--- config.mk ---
export PLATFORM = sky130hd
export DESIGN_NAME = bss_ctrl
export DESIGN_NICKNAME = d
export VERILOG_FILES = /design/src/sv/bss_pkg.sv /design/src/sv/bss_ctrl.sv
export SDC_FILE = /design/constraint.sdc
export NUM_CORES = 1
export LEC_CHECK = 0
export BUFFER_PORTS_ARGS = -buffer_cell sky130_fd_sc_hd__buf_2
export CAP_MARGIN = 15
export CORE_AREA = 2 2 39 41
export DETAILED_ROUTE_END_ITERATION = 12
export DIE_AREA = 0 0 41 43
export GPL_ROUTABILITY_DRIVEN = 1
export HOLD_SLACK_MARGIN = 0.05
export PLACE_DENSITY = 0.64
export SLEW_MARGIN = 5
export SYNTH_ARGS = -nofsm -noshare
export SYNTH_HDL_FRONTEND = slang
export SYNTH_SLANG_ARGS = --single-unit
--- constraint.sdc ---
create_clock -name clk -period 1.6 [get_ports clk]
set_input_delay 0 -clock clk [delete_from_list [all_inputs] [get_ports clk]]
set_output_delay 0 -clock clk [all_outputs]
set_load 0.03 [all_outputs]
--- src/sv/bss_pkg.sv ---
package bss_pkg;

  localparam int MAX_POINTS = 4096;
  localparam int CNT_W      = $clog2(MAX_POINTS + 1);
  localparam int SUM_W      = 16 + $clog2(MAX_POINTS);
  localparam int SQ_W       = 32 + $clog2(MAX_POINTS);

  // shared arithmetic unit widths
  localparam int OPND_W = 64;
  localparam int PROD_W = 2 * OPND_W;
  localparam int DVS_W  = 114;
  localparam int DVD_W  = DVS_W + 30;
  localparam int QUO_W  = 64;
  localparam int ROOT_W = OPND_W / 2;

  localparam logic [CNT_W-1:0] MAX_CNT  = CNT_W'(MAX_POINTS);
  localparam logic [15:0]      CORR_ONE = 16'd16384;

  typedef enum logic [4:0] {
    OP_MEANX, OP_MEANY,
    OP_NSXX, OP_SXSX, OP_NSYY, OP_SYSY, OP_NN,
    OP_DXNN, OP_SQX, OP_DYNN, OP_SQY,
    OP_NSXY, OP_SXSY, OP_MAG2, OP_DXDY, OP_CDIV, OP_CSQ
  } op_t;

  typedef enum logic [1:0] {ST_ACC, ST_ISSUE, ST_WAIT, ST_FIN} state_t;

  typedef struct packed {
    logic acc_en;
    logic start;
    logic capture;
    logic load_out;
    op_t  op;
  } cmd_t;

  typedef struct packed {
    logic done;
    logic empty;
    logic degen;
    logic out_busy;
  } stat_t;

endpackage

--- src/sv/bss_ctrl.sv ---
module bss_ctrl (
  input  logic           clk,
  input  logic           rst_n,
  input  logic           in_valid,
  input  logic           in_last,
  output logic           in_ready,
  input  bss_pkg::stat_t stat,
  output bss_pkg::cmd_t  cmd
);
  import bss_pkg::*;

  state_t state_r, state_nxt;
  op_t    op_r, op_nxt;

  always_ff @(posedge clk) begin
    if (!rst_n) begin
      state_r <= ST_ACC;
      op_r    <= OP_MEANX;
    end else begin
      state_r <= state_nxt;
      op_r    <= op_nxt;
    end
  end

  always_comb begin
    state_nxt    = state_r;
    op_nxt       = op_r;
    in_ready     = 1'b0;
    cmd.acc_en   = 1'b0;
    cmd.start    = 1'b0;
    cmd.capture  = 1'b0;
    cmd.load_out = 1'b0;
    cmd.op       = op_r;
    case (state_r)
      ST_ACC: begin
        in_ready   = 1'b1;
        cmd.acc_en = in_valid;
        if (in_valid && in_last) begin
          state_nxt = ST_ISSUE;
          op_nxt    = OP_MEANX;
        end
      end
      ST_ISSUE: begin
        if (stat.empty) begin
          state_nxt = ST_FIN;
        end else begin
          cmd.start = 1'b1;
          state_nxt = ST_WAIT;
        end
      end
      ST_WAIT: begin
        if (stat.done) begin
          cmd.capture = 1'b1;
          case (op_r)
            OP_SQY: begin
              // skip the correlation when a deviation is zero
              if (stat.degen) begin
                state_nxt = ST_FIN;
              end else begin
                op_nxt    = OP_NSXY;
                state_nxt = ST_ISSUE;
              end
            end
            OP_CSQ: state_nxt = ST_FIN;
            default: begin
              op_nxt    = op_t'(op_r + 5'd1);
              state_nxt = ST_ISSUE;
            end
          endcase
        end
      end
      ST_FIN: begin
        if (!stat.out_busy) begin
          cmd.load_out = 1'b1;
          state_nxt    = ST_ACC;
        end
      end
      default: state_nxt = ST_ACC;
    endcase
  end
endmodule

==> impl_metrics.py, run 1 <==
metrics = {
    "floorplanning": {
        "io_pins": 18,
        "num_rows": 14,
        "core_area_um2": 1380,
        "design.die.area_um2": 1760,
        "floorplan.initialDensity_pct": 36.1,
        "die_h_um": 43,
        "die_x_um": 41,
    },
    "critical_path": {
        "cp-end-kind": "flop",
        "path_buf_inv": 1,
        "cp_top_family": "flip-flops",
        "cp.required_ns": 1.79,
        "cp-start-kind": "flop",
        "slowest_stage": "dfxtp_1",
        "worst_ep_arrival_time_ns": 1.58,
        "cp_slowest_stage_delay_ns": 0.39,
        "cp_common_cell": "a21oi_2",
        "path_max_fanout": 6,
        "path_cells": "inv_1 -> ha_1 -> nand4b_1 -> a21oi_2 -> a21oi_2 -> mux2i_1",
        "path_class": "reg2reg",
    },
    "logic_synthesis": {
        "synth_edf_count": 0,
        "synthFlopType": "dfxtp_1",
        "yosysUniqueCellTypes": 24,
        "ys_seq_area_share_pct": 28.1,
        "ys_warn_count": 0,
        "syn_area_um2": 499,
        "synth_nets": 69,
        "async_reset_ff_share_pct": 0,
        "syn_avg_cell_area_um2": 8.61,
        "synth-seq-cells": 7,
        "syn_inst": 58,
    },
    "final_layout": {
        "nets": 89,
        "final_util_pct": 44.5,
        "drive_above_1_share_pct": 33.8,
        "instances_no_fill": 93,
        "syn2layout_area_growth_pct": 23.3,
        "antenna_cells": 0,
    },
    "clock_network": {
        "cts_tree": "built",
        "cts_sinks": 7,
        "clk_pin_slew_ns": 0.06,
        "clock_path_buffers": 2,
        "postCtsSetupBuffers": 0,
        "clkLatencyLatePin_ns": 0.26,
        "cts.hold.buffers_added": 0,
        "cts_resized": 0,
        "numCtsBuffers": 3,
        "root_buffer": "clkbuf_4",
        "htreeDepth": 1,
    },
    "timing": {
        "period_needed_ns": 1.40,
        "rsz0062_at_grt": "false",
        "setup_tns_ns": 0,
        "slew-limit-headroom_pct": 76.1,
        "min_period_over_period_pct": 87.2,
        "finalHoldViolCount": 0,
        "finalSetupViolCount": 0,
        "skew_ns": 0.00702,
        "worst_slew_pin_slew_ns": 0.357,
        "clock.fmax_mhz": 717,
        "finalMaxSlewViolations": 0,
    },
    "grt": {
        "grt_antenna_before_repair": 0,
        "first_global_vias": 348,
        "grt_usage_pct": 12.8,
        "overflow": 0,
        "grt_start_max_net_pins": 11,
        "grt_pass1_wl_um": 1500,
    },
    "placement": {
        "gp_congestion": 0.757,
        "dp_hpwl_um": 802,
        "post-place-cells": 89,
        "portBuffers": 17,
    },
    "power": {
        "p_per_area_nw_per_um2": 667,
        "p_leak_nw": 0.272,
        "peakVddDrop_mv": 0.292,
    },
    "outcome": {
        "status": "finished clean",
    },
    "detailed_routing": {
        "dr.first_iter.drc_count": 8,
        "wl_per_cell_um": 10.6,
        "vias_per_cell": 5.10,
        "dr.pass1.iters": 4,
        "antenna_left": 0,
        "routed-via-count": 474,
        "routed_wl_um": 984,
        "route.detailed.drc": 0,
    },
    "worst_hold_path": {
        "hold_path_class": "in2reg",
    },
    "flow_run": {
        "cap_violations": 0,
    },
}
## tightest hold or removal path: cells and delay by family
family / cells / cell delay, ns
buffers and inverters: 1 / 0.15
multiplexers: 1 / 0.05
AND/OR/NAND/NOR: 1 / 0.07
## layout make-up
cell class | instances | area (µm²)
fillers | 141 | 768
multi-input cells | 45 | 328
flip-flops and latches | 7 | 140
repair buffers | 17 | 85.1
clock buffers | 3 | 22.5
well taps | 16 | 20.0
inverters | 4 | 15.0
clock inverters | 1 | 5.00
## flip-flops by register name, summed over array words and instances (netlist names)
signal / cells
state_r: 2
op_r: 5
## final timing paths
path | startpoint | endpoint | slack [ns] | cells past startpoint
worst min register to register | op_r[1] | op_r[1] | 0.52 | 2
worst max-delay path | op_r[0] | op_r[0] | 0.20 | 6
worst min-delay path | rst_n | op_r[1] | 0.08 | 3
worst max register to register | op_r[0] | op_r[0] | 0.20 | 6
## per-stage QoR
step	hold slack, ns	total power [mW]	setup WS, ns	instance area (µm²)
after global routing	0.0767	0.434	0.0545	616
after floorplan	0.114	0.235	0.0588	499
after global placement	0.285	0.255	0.241	588
final	0.0752	0.411	0.205	616
after detailed placement	0.288	0.255	0.203	588
after CTS	0.0674	0.416	0.185	616
## power breakdown
part | switching [mW] | internal [mW] | total (mW)
logic | 0.0381 | 0.0282 | 0.0663
clock network | 0.0684 | 0.0914 | 0.160
registers | 0.00668 | 0.178 | 0.184
## kinds of logic after synthesis
family	Yosys count	share of synthesized area (%)
adder cells (fa/ha/maj)	3	7.52
flip-flops	7	28.1
buffers and inverters	6	6.26
multiplexers	3	6.27
AND/OR/NAND/NOR	29	34.8
AO/OA/AOI/OAI	10	17.0
## placed cells by master, fill, tap and decap left out
cell type	instances
nand3_1	3
o2bb2ai_1	2
nor2_1	4
nand3b_1	3
nor4b_1	1
clkbuf_4	3
nand3b_4	1
a21o_1	3
o221a_2	1
clkinv_2	1
buf_2	17
a21boi_0	1
and3_1	1
mux2_2	1
ha_1	3
and2_1	1
a21oi_2	2
dfxtp_1	7
inv_1	4
nand4b_1	2
o221ai_1	1
nand2_1	9
nor3b_1	3
mux2i_1	2
or3_1	1
## synthesized netlist by cell type (2+ instances only)
master     instances  area, µm²
nor2_1             4       15.0
a21o_1             3       22.5
inv_1              4       15.0
nand3b_1           3       22.5
nand3_1            3       15.0
nor3b_1            3       22.5
mux2i_1            2       20.0
ha_1               3       37.5
dfxtp_1            7        140
a21oi_2            2       17.5
nand2_1            9       33.8
nand4b_1           2       17.5
o2bb2ai_1          2       17.5
## metal layers
metal  track usage, %  wire length [µm]  share of wire, %  up-vias
li1                 -                 -                 -      246
met1             18.1               477                48      214
met2             15.6               431                44       12
met3             6.28                55               5.6        2
met4             6.00                19               1.9        0
met5                0                 0                 0        -
No activity file was read; power rests on OpenSTA's default activity.
==> inputs of run 2 (changes only) <==
Clock period 1.6 ns to 1.7 ns, I/O delays scaled along.
==> run 2 against run 1 <==
Effect of this change: fmax down 0.29%; critical path type unchanged; critical path depth unchanged; largest power group unchanged; global-route usage grew 0.30 points; clock-buffer cell count unchanged; clock skew up 0.0015 ns.
==> impl_metrics.py, run 2 (synthesis gave the netlist of run 1 again) <==
metrics = {
    "outcome": {
        "status": "finished clean",
    },
    "detailed_routing": {
        "wl_per_cell_um": 10.8,
        "wl_met3_um": 48,
        "wl_met2_um": 448,
        "route.detailed.drc": 0,
        "dr.pass1.iters": 4,
        "antenna_left": 0,
        "top_layer": "met4",
        "routed-via-count": 462,
        "dr.first_iter.drc_count": 3,
        "vias_per_cell": 4.97,
        "routed_wl_um": 1000,
        "wirelength_met1_um": 496,
    },
    "floorplanning": {
        "die_h_um": 43,
        "die_x_um": 41,
        "num_rows": 14,
        "design.die.area_um2": 1760,
        "io_pins": 18,
        "floorplan.initialDensity_pct": 36.1,
        "core_area_um2": 1380,
    },
    "grt": {
        "first_global_vias": 363,
        "overflow": 0,
        "grt_usage_pct": 13.1,
        "grt_pass1_wl_um": 1520,
        "grt_start_max_net_pins": 11,
        "grt_antenna_before_repair": 0,
    },
    "timing": {
        "period_needed_ns": 1.40,
        "finalSetupViolCount": 0,
        "worst_slew_pin_slew_ns": 0.336,
        "clock.fmax_mhz": 715,
        "skew_ns": 0.00850,
        "slew-limit-headroom_pct": 77.6,
        "setup_slack_ns": 0.301,
        "finalMaxSlewViolations": 0,
        "finalHoldViolCount": 0,
        "holdWs_ns": 0.0787,
        "min_period_over_period_pct": 82.3,
        "setup_tns_ns": 0,
        "rsz0062_at_grt": "false",
    },
    "critical_path": {
        "cp_top_family": "compound AO/OA/AOI/OAI gates",
        "cp-end-kind": "flop",
        "cp_slowest_stage_delay_ns": 0.39,
        "path_buf_inv": 1,
        "path_max_fanout": 6,
        "cp_common_cell": "a21oi_2",
        "cp.required_ns": 1.83,
        "path_class": "reg2reg",
        "path_cells": "inv_1 -> ha_1 -> nand4b_1 -> a21oi_2 -> a21oi_2 -> o221ai_1",
        "slowest_stage": "dfxtp_1",
        "worst_ep_arrival_time_ns": 1.53,
        "cp-start-kind": "flop",
    },
    "clock_network": {
        "htreeDepth": 1,
        "cts_resized": 0,
        "cts_tree": "built",
        "numCtsBuffers": 3,
        "clkLatencyLatePin_ns": 0.26,
        "postCtsSetupBuffers": 0,
        "clock_path_buffers": 2,
        "cts.hold.buffers_added": 0,
        "cts_sinks": 7,
        "clk_pin_slew_ns": 0.06,
        "root_buffer": "clkbuf_4",
    },
    "placement": {
        "dpl_worst_slack_ns": 0.320,
        "gp_congestion": 0.757,
        "portBuffers": 17,
        "dp_hpwl_um": 811,
        "post-place-cells": 89,
        "place_area_um2": 588,
    },
    "final_layout": {
        "instances_no_fill": 93,
        "nFillCells": 152,
        "largest_registers": "op_r: 5 flops, state_r: 2 flops",
        "final_area_um2": 616,
        "nets": 89,
        "multi_input_area_um2": 328,
        "antenna_cells": 0,
        "syn2layout_area_growth_pct": 23.3,
        "drive_above_1_share_pct": 33.8,
        "largest_reg_flops": 5,
        "layout_commonest_cell": "buf_2",
        "final_cell_mix": "17 x buf_2, 9 x nand2_1, 7 x dfxtp_1",
        "regArea_um2": 140,
        "top_register": "op_r",
    },
    "power": {
        "p_comb_share_pct": 16.2,
        "seqPwrFrac_pct": 45.0,
        "switchingPower_uw": 106,
        "intPower_uw": 280,
        "p_leak_nw": 0.272,
        "p_per_area_nw_per_um2": 627,
        "clock_power_share_pct": 38.8,
        "switching_share_pct": 27.5,
        "peakVddDrop_mv": 0.319,
    },
    "flow_run": {
        "cap_violations": 0,
    },
    "worst_hold_path": {
        "hold_path_class": "in2reg",
    },
}
run 2: through the flow:
step	total power [mW]	util (%)
global placement	0.240	42.5
finish	0.386	44.5
detailed placement	0.240	42.5
CTS	0.393	44.5
global route	0.409	44.5
floorplan	0.221	-
run 2: layout make-up:
type | count | share of cell area [%]
inverters | 4 | 2.44
multi-input cells | 45 | 53.3
clock buffers | 3 | 3.66
flip-flops and latches | 7 | 22.8
clock inverters | 1 | 0.813
repair buffers | 17 | 13.8
well taps | 16 | 3.25
run 2: routing by layer:
layer	GRT usage, %	up-vias
met3	6.28	2
met4	6.00	0
li1	-	249
met2	17.2	9
met1	17.4	202
met5	0	-
run 2: path summary, 6_finish.rpt:
| path | from | to | slack, ns | cells after the start |
|---|---|---|---|---|
| min | rst_n | state_r[0] | 0.08 | 2 |
| max reg2reg | op_r[0] | op_r[3] | 0.30 | 6 |
| min reg2reg | op_r[0] | op_r[0] | 0.52 | 2 |
| max | op_r[0] | op_r[3] | 0.30 | 6 |
run 2: power by group through the flow:
stage / Clock [mW] / Sequential [mW] / Combinational [mW]
floorplan: 0 / 0.174 / 0.0468
global placement: 0 / 0.177 / 0.0627
detailed placement: 0 / 0.177 / 0.0633
CTS: 0.156 / 0.173 / 0.0632
global route: 0.166 / 0.174 / 0.0677
finish: 0.150 / 0.173 / 0.0626
run 2: worst reg2reg max path: cells and delay by family, from the launching register on:
| family | cells | cell delay [ns] |
|---|---|---|
| buf+inv | 1 | 0.08 |
| flops | 1 | 0.39 |
| simple gates | 1 | 0.11 |
| compound gates | 3 | 0.47 |
| fa+ha+maj | 1 | 0.21 |
==> inputs of run 3 (changes only) <==
Clock period 1.7 ns to 1.4 ns, I/O delays scaled along.
==> run 3 against run 2 <==
Effect of this change: first-iteration DRC count rose to 2.7 times the previous value; combinational power up 35%; non-clock buffer count grew 5; final area up 12%; fmax grew 4.0%; routed wire length up 21%; critical path type unchanged; critical endpoint unchanged; largest power group unchanged.
==> impl_metrics.py, run 3 (synthesis gave the netlist of run 1 again) <==
metrics = {
    "outcome": {
        "status": "finished clean",
    },
    "timing": {
        "holdWs_ns": 0.0572,
        "min_period_over_period_pct": 96.1,
        "setup_tns_ns": 0,
        "slew-limit-headroom_pct": 82.2,
        "period_needed_ns": 1.35,
        "worst_slew_pin_slew_ns": 0.267,
        "rsz0062_at_grt": "true",
        "setup_slack_ns": 0.0547,
        "skew_ns": 0.00394,
        "clock.fmax_mhz": 743,
        "finalHoldViolCount": 0,
        "finalSetupViolCount": 0,
        "finalMaxSlewViolations": 0,
    },
    "floorplanning": {
        "die_h_um": 43,
        "num_rows": 14,
        "io_pins": 18,
        "core_area_um2": 1380,
        "floorplan.initialDensity_pct": 36.1,
        "design.die.area_um2": 1760,
        "die_x_um": 41,
    },
    "clock_network": {
        "cts_tree": "built",
        "clk_pin_slew_ns": 0.06,
        "clkLatencyLatePin_ns": 0.26,
        "numCtsBuffers": 3,
        "root_buffer": "clkbuf_4",
        "clock_path_buffers": 2,
        "htreeDepth": 1,
        "cts_sinks": 7,
    },
    "placement": {
        "dpl_worst_slack_ns": 0.0376,
        "post-place-cells": 92,
        "portBuffers": 17,
        "place_area_um2": 613,
        "dp_hpwl_um": 848,
        "gp_congestion": 0.764,
    },
    "detailed_routing": {
        "wl_per_cell_um": 12.4,
        "wirelength_met1_um": 535,
        "vias_per_cell": 5.28,
        "dr.first_iter.drc_count": 8,
        "wl_met3_um": 49,
        "route.detailed.drc": 0,
        "top_layer": "met4",
        "antenna_left": 0,
        "wl_met2_um": 595,
        "routed-via-count": 517,
        "dr.pass1.iters": 4,
        "routed_wl_um": 1210,
    },
    "power": {
        "p_leak_nw": 0.306,
        "finalPower_uw": 482,
        "p_per_area_nw_per_um2": 701,
        "peakVddDrop_mv": 0.518,
    },
    "critical_path": {
        "cp_common_cell": "a21oi_2",
        "cp-start-kind": "flop",
        "path_cells": "inv_4 -> ha_4 -> nand4b_1 -> a21oi_2 -> a21oi_2 -> o221ai_1",
        "cp_slowest_stage_delay_ns": 0.35,
        "cp.required_ns": 1.57,
        "cp-end-kind": "flop",
        "path_class": "reg2reg",
        "path_max_fanout": 3,
        "worst_ep_arrival_time_ns": 1.51,
        "slowest_stage": "dfxtp_4",
    },
    "final_layout": {
        "drive_above_1_share_pct": 45.1,
        "antenna_cells": 0,
        "largest_registers": "op_r: 5 flops, state_r: 2 flops",
        "nFillCells": 137,
        "top_register": "op_r",
        "final_util_pct": 49.6,
        "final_cell_mix": "17 x buf_2, 9 x nand2_1, 5 x dfxtp_1, 5 x buf_4, 4 x nor2_1",
        "largest_reg_flops": 5,
        "final_area_um2": 687,
        "syn2layout_area_growth_pct": 37.6,
        "instances_no_fill": 98,
        "layout_commonest_cell": "buf_2",
        "nets": 94,
    },
    "grt": {
        "first_global_vias": 421,
        "grt_pass1_wl_um": 1730,
        "overflow": 0,
        "grt_usage_pct": 14.7,
        "grt_antenna_before_repair": 0,
        "grt_start_max_net_pins": 10,
    },
    "worst_hold_path": {
        "hold_path_class": "in2reg",
    },
    "flow_run": {
        "cap_violations": 0,
    },
}
run 3: changes by cell type in the layout (fill, tap and decap cells not counted):
cell / before / now
inv_4: 0 / 1
nor4b_2: 0 / 1
ha_4: 0 / 1
inv_1: 4 / 3
dfxtp_4: 0 / 2
dfxtp_1: 7 / 5
ha_1: 3 / 2
nor3b_1: 3 / 2
nor3b_2: 0 / 1
buf_4: 0 / 5
nor4b_1: 1 / 0
run 3: worst max-delay path: cells and delay by family, from the launching register on:
family	cells	cell delay, ns
fa+ha+maj	1	0.12
flops	1	0.35
compound gates	3	0.61
simple gates	1	0.11
buf+inv	1	0.06
run 3: cell type report:
type,instances,area (µm²),area share [%]
clock buffers,3,22.5,3.28
flip-flops and latches,7,148,21.5
repair buffers,22,123,17.9
well taps,16,20.0,2.91
multi-input cells,45,352,51.2
inverters,4,17.5,2.55
clock inverters,1,5.00,0.729
run 3: final timing paths:
path                 from  endpoint  slack [ns]  depth (start not counted)
setup / recovery  op_r[0]   op_r[3]        0.05                          6
hold / removal      rst_n   op_r[1]        0.06                          3
setup reg to reg  op_r[0]   op_r[3]        0.05                          6
hold reg to reg   op_r[1]   op_r[1]        0.51                          2
run 3: timing repair:
item | in CTS | in global routing
hold buffers | 0 | 0
gates resized for setup | 0 | 8
setup buffers | 0 | 2
setup endpoints to repair | 0 | 4
run 3: per-layer routing:
layer  vias up  GRT usage [%]
met1       239           19.2
met5         -              0
li1        262              -
met4         0           10.0
met2        12           19.7
met3         4           4.71
run 3: report_power, final:
part | internal (mW) | switching (mW) | total [mW]
registers | 0.199 | 0.00748 | 0.207
clock network | 0.105 | 0.0854 | 0.190
logic | 0.0370 | 0.0473 | 0.0844
total | 0.341 | 0.140 | 0.482
